**config.mk**
```make
export PLATFORM = sky130hd
export DESIGN_NAME = vwlw_cordic_cell
export DESIGN_NICKNAME = d
export VERILOG_FILES = /design/src/hw/rtl/vwlw_pkg.sv /design/src/hw/rtl/vwlw_cordic_cell.sv
export SDC_FILE = /design/constraint.sdc
export NUM_CORES = 1
export LEC_CHECK = 0
export ABC_AREA = 1
export BUFFER_PORTS_ARGS = -buffer_cell sky130_fd_sc_hd__buf_2
export CORE_AREA = 2 2 278 280
export CTS_CLUSTER_DIAMETER = 120
export DETAILED_ROUTE_END_ITERATION = 10
export DIE_AREA = 0 0 280 282
export GPL_TIMING_DRIVEN = 0
export SLEW_MARGIN = 5
export SYNTH_ARGS = -nofsm -noshare
export SYNTH_HDL_FRONTEND = slang
export SYNTH_SLANG_ARGS = --single-unit
```
**constraint.sdc**
```tcl
create_clock -name clk_i -period 4.6 [get_ports clk_i]
set_input_delay 1.15 -clock clk_i [delete_from_list [all_inputs] [get_ports clk_i]]
set_output_delay 1.15 -clock clk_i [all_outputs]
set_load 0.01 [all_outputs]
```
**src/hw/rtl/vwlw_pkg.sv**
```systemverilog
// ----------------------------------------------------------------------------
// vwlw_pkg: shared definitions for the vessel wind load wrench unit
// Widths, constants, register codes and data types used by the unit's files.
// ----------------------------------------------------------------------------
package vwlw_pkg;

  localparam int unsigned CORDIC_STAGES_DEF = 16;

  // Vectoring datapath width, rotation datapath width, rotation matrix entry width.
  localparam int unsigned XW = 35;
  localparam int unsigned CW = 33;
  localparam int unsigned RW = 34;

  // Inverse CORDIC gain in Q.30.
  localparam logic signed [CW-1:0] INV_GAIN_Q30 = 33'sd652032874;

  // Symmetric saturation limit for intermediate products, 2^60 - 1.
  localparam logic [60:0] SAT_LIM = {1'b0, {60{1'b1}}};

  // Air density reset value, 1.12 in Q4.12.
  localparam logic [15:0] RHO_RESET = 16'd4588;

  // Configuration register indexes.
  localparam logic [2:0] REG_FRONTAL_AREA   = 3'd0;
  localparam logic [2:0] REG_LATERAL_AREA   = 3'd1;
  localparam logic [2:0] REG_OVERALL_LENGTH = 3'd2;
  localparam logic [2:0] REG_AIR_DENSITY    = 3'd3;
  localparam logic [2:0] REG_SURGE_COEFF    = 3'd4;
  localparam logic [2:0] REG_SWAY_COEFF     = 3'd5;
  localparam logic [2:0] REG_YAW_COEFF      = 3'd6;

  // State handed from one CORDIC cell to the next.
  typedef struct packed {
    logic signed [XW-1:0] x;
    logic signed [XW-1:0] y;
    logic signed [CW-1:0] c;
    logic signed [CW-1:0] s;
  } cord_t;

  // One result item.
  typedef struct packed {
    logic signed [31:0] fx;
    logic signed [31:0] fy;
    logic signed [31:0] fz;
    logic signed [47:0] tx;
    logic signed [47:0] ty;
    logic signed [47:0] tz;
  } wrench_t;

  // Rounds a Q.30 trig value to Q.16, half away from zero.
  function automatic logic signed [17:0] rnd_q14(input logic signed [CW-1:0] v);
    logic [CW-1:0] mag;
    logic [CW-1:0] r;
    mag = v[CW-1] ? CW'(-v) : CW'(v);
    r   = (mag + CW'(1 << 13)) >> 14;
    return v[CW-1] ? -$signed(r[17:0]) : $signed(r[17:0]);
  endfunction

endpackage

```
**src/hw/rtl/vwlw_cordic_cell.sv**
```systemverilog
// ----------------------------------------------------------------------------
// vwlw_cordic_cell: one CORDIC micro-rotation
// The vectoring half picks a direction from the sign of y; the rotation half
// applies that same direction to the cosine and sine pair.
// ----------------------------------------------------------------------------
module vwlw_cordic_cell #(
  parameter int unsigned SHIFT = 0
) (
  input  logic            clk_i,
  input  logic            en_i,
  input  vwlw_pkg::cord_t d_i,
  output vwlw_pkg::cord_t q_o
);
  import vwlw_pkg::*;

  logic signed [XW-1:0] x;
  logic signed [XW-1:0] y;
  logic signed [CW-1:0] c;
  logic signed [CW-1:0] s;
  logic                 dir;
  cord_t                nxt;

  always_comb begin
    x   = d_i.x;
    y   = d_i.y;
    c   = d_i.c;
    s   = d_i.s;
    dir = ~y[XW-1];
    if (dir) begin
      nxt.x = x + (y >>> SHIFT);
      nxt.y = y - (x >>> SHIFT);
      nxt.c = c - (s >>> SHIFT);
      nxt.s = s + (c >>> SHIFT);
    end else begin
      nxt.x = x - (y >>> SHIFT);
      nxt.y = y + (x >>> SHIFT);
      nxt.c = c + (s >>> SHIFT);
      nxt.s = s - (c >>> SHIFT);
    end
  end

  always_ff @(posedge clk_i) begin
    if (en_i) begin
      q_o <= nxt;
    end
  end

endmodule
```
==> flow_summary.ini <==
[outcome]
status = complete, no violations

[timing]
drv_slew = 0
tns_ns = 0
hold_viol_final = 0
fin_ws_ns = 1.15
max_freq_mhz = 290
finalCritPeriodShare = 0.750
rsz0062_at_grt = no
worst_pin_slew_ns = 1.05
setup_viol = 0
holdWs_ns = 1.08
period_needed_ns = 3.45
relSlewSlack = 0.299

[synthesis]
synth-adder-area-share = 0.139
synth-xor-area-share = 0.0227
synth_nets = 3417
synthCells = 3073
synth_top_family_by_area = simple AND/OR/NAND/NOR gates
synthMuxAreaShare = 0.00159
synth_compound_area_frac = 0.134
postSynthAreaPerCell_um2 = 6.15
synth_top_area_frac = 0.213
synth_edf_count = 134
synth_ff_type = edfxtp_1
syn_area_um2 = 18900
synth.distinct_cells = 46
yosys.area_share.simple = 0.360
yosysTopAreaCell = edfxtp_1
ys_ff_latch = 134
synthArstFlopShare = 0
ys_warn_count = 0
synth_area_leaders = edfxtp_1 (21%), nand2_1 (18%), ha_1 (13%)
yosysSeqAreaShare = 0.213

[die]
start_util = 0.250
die-width_um = 280
die_h_um = 282
fp.dieArea_um2 = 79000
rows = 101
io_pins = 274
coreArea_um2 = 75700

[routing]
drc_errors = 0
ant_nets = 0
routed_wl_um = 84400
firstDrtPassIters = 6
first_iter_violations = 1663
wl_per_cell_um = 19.3
routed_via_density = 4.85
vias = 21200

[setup_path]
critical_path.max_stage_delay_ns = 0.64
worstPathRequired_ns = 4.77
crit_chain = buf_2 -> inv_1 -> ha_1 -> buf_4 -> a21oi_1 -> o21ai_0 -> a21oi_1 -> nand2_1 -> xor2_1 -> o21ai_0
critPathLaunchType = primary input
cp.arrival_ns = 3.62
cp-endpoint = q_o[117]
crit_path_top_delay_cell = o21ai_0
crit_fanout = 8
startpoint = d_i[81]
crit_type = in2reg
endpoint_kind = flop

[finish]
reg.largest.list = q_o (134)
largest_reg_flops = 134
fin_util = 0.292
final_common_cell = nand2_1
fin_cells = 4361
nets = 3709
stdcell_area_um2 = 22100
mostFrequentLayoutCells = nand2_1 (908), inv_1 (495), nand3_1 (307), buf_2 (306), nor2_1 (266)
largest-register = q_o
layout-drive-gt1-share = 0.133
area.growth.synth_to_final_pct = 17.1

[clocking]
cts_buffer_depth = 2
cts_hold_buf = 0
postCtsSetupBuffers = 0
clk_pin_slew_ns = 0.07
postCtsResizedCells = 0
cts_inserted_buffers = 17
cts_root_buf = clkbuf_16
cts_tree = done
clock-sinks = 134
htreeDepth = 4

[placement]
hpwlAfterDp_um = 71100
dp.cells = 4324
io_buffers = 272
place_congestion = 0.976
pre_cts_ws_ns = 0.847
placed_cell_area_um2 = 21500

[power_and_ir_drop]
p_per_area_nw_per_um2 = 259
p_leak_nw = 11.5
ir_worst_vdd_v = 0.000203
power_mw = 5.74

[job]
cap_violations = 0

[global_route]
track_usage = 0.211
antenna_found_initial = 10
first_global_vias = 20300
grt_pass1_wl_um = 122000
grt_overflow_total = 0
grt_max_degree = 82

[min_path]
min_path_type = in2reg
report_power, final:
part	switching, mW	total, mW	internal (mW)
Sequential	0.0592	1.64	1.58
Combinational	1.81	2.62	0.805
Clock	0.626	1.48	0.859
Total	2.50	5.74	3.24
synthesized netlist by cell type (all sizes together) (28+ instances only):
master / count
o21ai: 193
ha: 200
nand4: 30
nor2: 289
inv: 501
edfxtp: 134
nand3: 308
xor2: 46
a21oi: 223
nand2: 929
buf: 79
nor3: 28
metal layers:
layer	share of wire	GRT usage	vias up
met4	0.028	0.0716	0
li1	-	-	10500
met3	0.063	0.0278	121
met1	0.41	0.259	9820
met2	0.50	0.376	770
met5	0	0	-
layout make-up:
| class | instances | area (um^2) |
|---|---|---|
| Timing Repair Buffer | 273 | 1400 |
| Fill cell | 8488 | 53600 |
| Antenna cell | 5 | 12.5 |
| Buffer | 92 | 581 |
| Inverter | 501 | 1880 |
| Clock buffer | 19 | 433 |
| Sequential cell | 134 | 4020 |
| Multi-Input combinational cell | 2346 | 12400 |
| Tap cell | 978 | 1220 |
| Clock inverter | 13 | 173 |
cell families after synthesis:
group | Yosys count
AO/OA/AOI/OAI | 474
flip-flops | 134
AND/OR/NAND/NOR | 1614
XOR/XNOR | 49
adder cells (fa/ha/maj) | 206
buffers and inverters | 593
multiplexers | 3
worst min-delay path by stage:
stage | cells past startpoint | start | endpoint
2_1_floorplan | 0 | en_i | q_o[100]
4_1_cts | 3 | d_i[101] | q_o[66]
3_3_place_gp | 1 | q_o[88] | q_o[88]
6_report | 3 | d_i[101] | q_o[66]
5_1_grt | 3 | d_i[101] | q_o[66]
3_5_place_dp | 1 | q_o[122] | q_o[122]
critical path, delay by kind of cell:
family	cells	cell delay [ns]
compound gates	4	1.49
simple gates	1	0.19
xor+xnor	1	0.18
buf+inv	3	0.34
fa+ha+maj	1	0.28
(Power assumes the default switching activity.)
