`src/hw/rtl/vwlw_pkg.sv`:
```
// ----------------------------------------------------------------------------
// vwlw_pkg: shared definitions for the vessel wind load wrench unit
// Widths, constants, register codes and data types used by the unit's files.
// ----------------------------------------------------------------------------
package vwlw_pkg;

  localparam int unsigned CORDIC_STAGES_DEF = 16;

  // Vectoring datapath width, rotation datapath width, rotation matrix entry width.
  localparam int unsigned XW = 35;
  localparam int unsigned CW = 33;
  localparam int unsigned RW = 34;

  // Inverse CORDIC gain in Q.30.
  localparam logic signed [CW-1:0] INV_GAIN_Q30 = 33'sd652032874;

  // Symmetric saturation limit for intermediate products, 2^60 - 1.
  localparam logic [60:0] SAT_LIM = {1'b0, {60{1'b1}}};

  // Air density reset value, 1.12 in Q4.12.
  localparam logic [15:0] RHO_RESET = 16'd4588;

  // Configuration register indexes.
  localparam logic [2:0] REG_FRONTAL_AREA   = 3'd0;
  localparam logic [2:0] REG_LATERAL_AREA   = 3'd1;
  localparam logic [2:0] REG_OVERALL_LENGTH = 3'd2;
  localparam logic [2:0] REG_AIR_DENSITY    = 3'd3;
  localparam logic [2:0] REG_SURGE_COEFF    = 3'd4;
  localparam logic [2:0] REG_SWAY_COEFF     = 3'd5;
  localparam logic [2:0] REG_YAW_COEFF      = 3'd6;

  // State handed from one CORDIC cell to the next.
  typedef struct packed {
    logic signed [XW-1:0] x;
    logic signed [XW-1:0] y;
    logic signed [CW-1:0] c;
    logic signed [CW-1:0] s;
  } cord_t;

  // One result item.
  typedef struct packed {
    logic signed [31:0] fx;
    logic signed [31:0] fy;
    logic signed [31:0] fz;
    logic signed [47:0] tx;
    logic signed [47:0] ty;
    logic signed [47:0] tz;
  } wrench_t;

  // Rounds a Q.30 trig value to Q.16, half away from zero.
  function automatic logic signed [17:0] rnd_q14(input logic signed [CW-1:0] v);
    logic [CW-1:0] mag;
    logic [CW-1:0] r;
    mag = v[CW-1] ? CW'(-v) : CW'(v);
    r   = (mag + CW'(1 << 13)) >> 14;
    return v[CW-1] ? -$signed(r[17:0]) : $signed(r[17:0]);
  endfunction

endpackage

```
`src/hw/rtl/vwlw_mul.sv`:
```
// ----------------------------------------------------------------------------
// vwlw_mul: pipelined rounding and saturating multiplier
// Sign-magnitude product split into two partial products, then a rounding
// shift that rounds half away from zero and saturates at 2^60 - 1.
// The magnitude, partial product and output stages are registered.
// ----------------------------------------------------------------------------
module vwlw_mul #(
  parameter int unsigned AW = 34,
  parameter int unsigned BW = 17,
  parameter int unsigned SH = 28,
  parameter int unsigned OW = 24
) (
  input  logic                 clk_i,
  input  logic                 en_i,
  input  logic signed [AW-1:0] a_i,
  input  logic signed [BW-1:0] b_i,
  output logic signed [OW-1:0] p_o
);
  import vwlw_pkg::*;

  localparam int unsigned LW  = AW / 2;
  localparam int unsigned HW  = AW - LW;
  localparam int unsigned PW  = AW + BW;
  localparam int unsigned RDW = PW + 1;
  localparam int unsigned CMW = (RDW > 61) ? RDW : 61;

  logic [AW-1:0]      ma_q;
  logic [BW-1:0]      mb_q;
  logic               neg1_q;
  logic               neg2_q;
  logic [LW+BW-1:0]   pl_q;
  logic [HW+BW-1:0]   ph_q;
  logic [PW-1:0]      sum;
  logic [CMW-1:0]     rnd;
  logic [CMW-1:0]     mag;
  logic signed [CMW:0] res;

  always_comb begin
    sum = (PW'(ph_q) << LW) + PW'(pl_q);
    rnd = (CMW'(sum) + (CMW'(1) << (SH - 1))) >> SH;
    mag = (rnd > CMW'(SAT_LIM)) ? CMW'(SAT_LIM) : rnd;
    res = neg2_q ? -$signed({1'b0, mag}) : $signed({1'b0, mag});
  end

  always_ff @(posedge clk_i) begin
    if (en_i) begin
      ma_q   <= a_i[AW-1] ? AW'(-a_i) : AW'(a_i);
      mb_q   <= b_i[BW-1] ? BW'(-b_i) : BW'(b_i);
      neg1_q <= a_i[AW-1] ^ b_i[BW-1];
      pl_q   <= ma_q[LW-1:0] * mb_q;
      ph_q   <= ma_q[AW-1:LW] * mb_q;
      neg2_q <= neg1_q;
      p_o    <= OW'(res);
    end
  end

endmodule

```
`config.mk`:
```
export PLATFORM = sky130hd
export DESIGN_NAME = vwlw_mul
export DESIGN_NICKNAME = d
export VERILOG_FILES = /design/src/hw/rtl/vwlw_pkg.sv /design/src/hw/rtl/vwlw_mul.sv
export SDC_FILE = /design/constraint.sdc
export NUM_CORES = 2
export LEC_CHECK = 0
export BUFFER_PORTS_ARGS = -buffer_cell sky130_fd_sc_hd__buf_2
export CAP_MARGIN = 30
export CORE_MARGIN = 10
export CORE_UTILIZATION = 55
export CTS_CLUSTER_DIAMETER = 150
export DETAILED_ROUTE_END_ITERATION = 6
export GPL_ROUTABILITY_DRIVEN = 0
export PLACE_DENSITY = 0.72
export REMOVE_ABC_BUFFERS = 1
export SLEW_MARGIN = 20
export SYNTH_ARGS = -nofsm -noshare
export SYNTH_HDL_FRONTEND = slang
export SYNTH_SLANG_ARGS = --single-unit
```
`constraint.sdc`:
```
create_clock -name clk_i -period 10 [get_ports clk_i]
set_input_delay 0.5 -clock clk_i [delete_from_list [all_inputs] [get_ports clk_i]]
set_output_delay 0.5 -clock clk_i [all_outputs]
set_load 0.1 [all_outputs]
```
==> results.py <==
metrics = {
    "outcome": {
        "status": "complete, no violations",
    },
    "global_routing": {
        "gr-usage-met1": 0.2893,
        "grtUsageTotal": 0.2250,
        "grt_pass1_vias": 20250,
        "grtUsageMet3": 0.05910,
        "grt_max_degree": 56,
        "busiest_layer": "met2",
        "grt.overflow.total": 0,
        "antenna_found_initial": 0,
        "use_met2": 0.3639,
        "grt_pass1_wl_mm": 101.9,
    },
    "synthesis": {
        "ys.warnings.count": 0,
        "synth_area_um2": 25560,
        "seq_area_frac_synth": 0.1504,
        "avgSynthCellArea_um2": 9.384,
        "synth_async_sr_flop_share": 0,
        "synth_edf_count": 128,
        "ys_seq_elements": 128,
        "synthFlopType": "edfxtp_1",
        "ys_types": 82,
        "syn_inst": 2724,
    },
    "timing": {
        "worstMarginPinSlew_ps": 969.1,
        "hold_viol_final": 0,
        "skew_ps": 14.56,
        "final-max-slew-violation-count": 0,
        "fmax_mhz": 137.0,
        "rsz0062_at_grt": "no",
        "finalCritPeriodShare": 0.7300,
        "finalSetupTns_ps": 0,
        "setup_viol": 0,
        "slew_headroom": 0.3539,
        "min_period_ps": 7300,
    },
    "die": {
        "core_area_um2": 45670,
        "pin_count": 77,
        "fp.dieH_um": 235.6,
        "die_w_um": 235.6,
        "dieArea_um2": 55500,
        "num_rows": 78,
        "start_util": 0.5597,
    },
    "critical_path": {
        "required_ps": 10220,
        "cp-start-kind": "flop",
        "setup.worst_path.class": "flop to flop",
        "r2r_cells": 25,
        "critPathMaxFanout": 17,
        "crit_arrival_ps": 7520,
        "endpoint_kind": "flop",
    },
    "finish": {
        "antennaDiodeCount": 0,
        "final_nets": 3463,
        "drive_gt1_frac": 0.06052,
        "layout_common_cells": "inv_1, fa_1, nand2_1",
        "mostFrequentLayoutCell": "inv_1",
        "area_growth_pct": 5.717,
        "num-fill-cells": 3896,
    },
    "drt": {
        "firstDrtPassIters": 6,
        "viasPerCell": 5.579,
        "wire_per_inst_um": 18.10,
        "drtIter0Drc": 1258,
        "ant_nets": 0,
        "totalWireLength_mm": 60.49,
        "vias": 18650,
        "drc": 0,
    },
    "clocking": {
        "postCtsSetupRepairBufs": 0,
        "clk_latency_ps": 460,
        "cts_resized": 0,
        "clk_pin_slew_worst_paths_ps": 70,
        "h-tree-depth": 4,
        "numCtsBuffers": 17,
        "cts_hold_buf": 0,
        "cts_tree": "built",
        "root_buffer": "clkbuf_16",
        "cts_sinks": 128,
        "clk_path_buf_depth": 2,
    },
    "hold_path": {
        "hold_path_class": "input port to flop",
        "hold_depth": 1,
    },
    "run": {
        "cap_violations": 0,
    },
    "placed_design": {
        "hpwl_mm": 47.08,
        "numPortBuffers": 76,
    },
}
[worst paths after layout]
kind	end	startpoint	slack (ps)
min reg2reg	neg2_q$_DFFE_PP_	neg1_q$_DFFE_PP_	420
max	pl_q[31]$_DFFE_PP_	ma_q[7]$_DFFE_PP_	2700
min	ma_q[0]$_DFFE_PP_	a_i[0]	270
max reg2reg	pl_q[31]$_DFFE_PP_	ma_q[7]$_DFFE_PP_	2700
[cell families (layout without fill, tap and decap cells)]
family                   count (synthesis)  count (layout)  share of synthesized area
AND/OR/NAND/NOR                        861             861                     0.1691
adder cells (fa/ha/maj)                680             680                     0.4638
buffers and inverters                  667             686                    0.09853
AO/OA/AOI/OAI                          231             231                    0.06236
XOR/XNOR                               148             148                    0.05232
flip-flops                             128             128                     0.1504
multiplexers                             9               9                   0.003573
[layout make-up]
class                           count  area, um2  area share
Inverter                          552       2072     0.07667
Sequential cell                   128       3844      0.1422
Clock buffer                       17      425.4     0.01574
Multi-Input combinational cell   1929      19200      0.7105
Clock inverter                     15      122.6    0.004537
Timing Repair Buffer              102      609.3     0.02255
Tap cell                          600      750.7     0.02778
[through the flow]
stage	instance area, um2	hold slack (ps)	util	setup slack, ps	cells
2_1_floorplan	25120	400.3	-	3511	2609
3_3_place_gp	26420	404.8	0.5785	2709	3308
3_5_place_dp	26470	410.5	0.5794	2791	3310
4_1_cts	27010	242.0	0.5914	2767	3342
5_1_grt	27020	257.5	0.5917	2298	3343
6_report	27020	271.0	0.5917	2700	3343
[Yosys cell counts (9+ instances only)]
| cell type | count | area share |
|---|---|---|
| o31ai_1 | 17 | 0.0050 |
| nor3_1 | 22 | 0.0043 |
| ha_1 | 234 | 0.11 |
| edfxtp_1 | 128 | 0.15 |
| o21a_1 | 9 | 0.0026 |
| and3_1 | 15 | 0.0037 |
| and2_1 | 252 | 0.062 |
| clkbuf_1 | 108 | 0.016 |
| nand3_1 | 20 | 0.0039 |
| xnor2_1 | 112 | 0.038 |
| o41ai_1 | 9 | 0.0031 |
| xor2_1 | 32 | 0.011 |
| a21o_1 | 24 | 0.0070 |
| or4_1 | 10 | 0.0029 |
| nand2b_1 | 16 | 0.0039 |
| o21ai_0 | 43 | 0.0084 |
| o21ai_1 | 9 | 0.0018 |
| fa_1 | 446 | 0.35 |
| nand4_1 | 14 | 0.0034 |
| o211ai_1 | 9 | 0.0026 |
| nand2_1 | 400 | 0.059 |
| a21oi_1 | 45 | 0.0088 |
| inv_1 | 552 | 0.081 |
| nor2_1 | 51 | 0.0075 |
| a31oi_1 | 13 | 0.0032 |
[per-layer routing]
metal / share of wire / vias up
met2: 0.47 / 730
met5: 0 / -
met1: 0.42 / 9333
li1: - / 8468
met4: 0.029 / 0
met3: 0.086 / 120
[critical path, cell delays in order, from the launching register on]
cell and delay, ps:
edfxtp_1 810, nand2_1 170, fa_1 560, inv_1 60
fa_1 520, inv_1 60, fa_1 530, inv_1 50
fa_1 470, fa_1 510, inv_1 50, fa_1 470
inv_1 40, ha_1 290, a21o_1 120, a21oi_1 90
nand2_1 70, nand3_1 70, o21ai_0 600, a21oi_1 290
o2111ai_1 300, nand3_1 150, o31ai_1 430, nand2_1 120
mux2i_1 160, nand2_1 60
[flip-flops by register name (all words and copies together), names as in the netlist]
signal and flops:
p_o 24, neg2_q 1, pl_q 17, ma_q 34
neg1_q 1, ph_q 34, mb_q 17
Power is not shown: default switching activity piles up to over one toggle a cycle in this logic, so the estimate is an artifact.
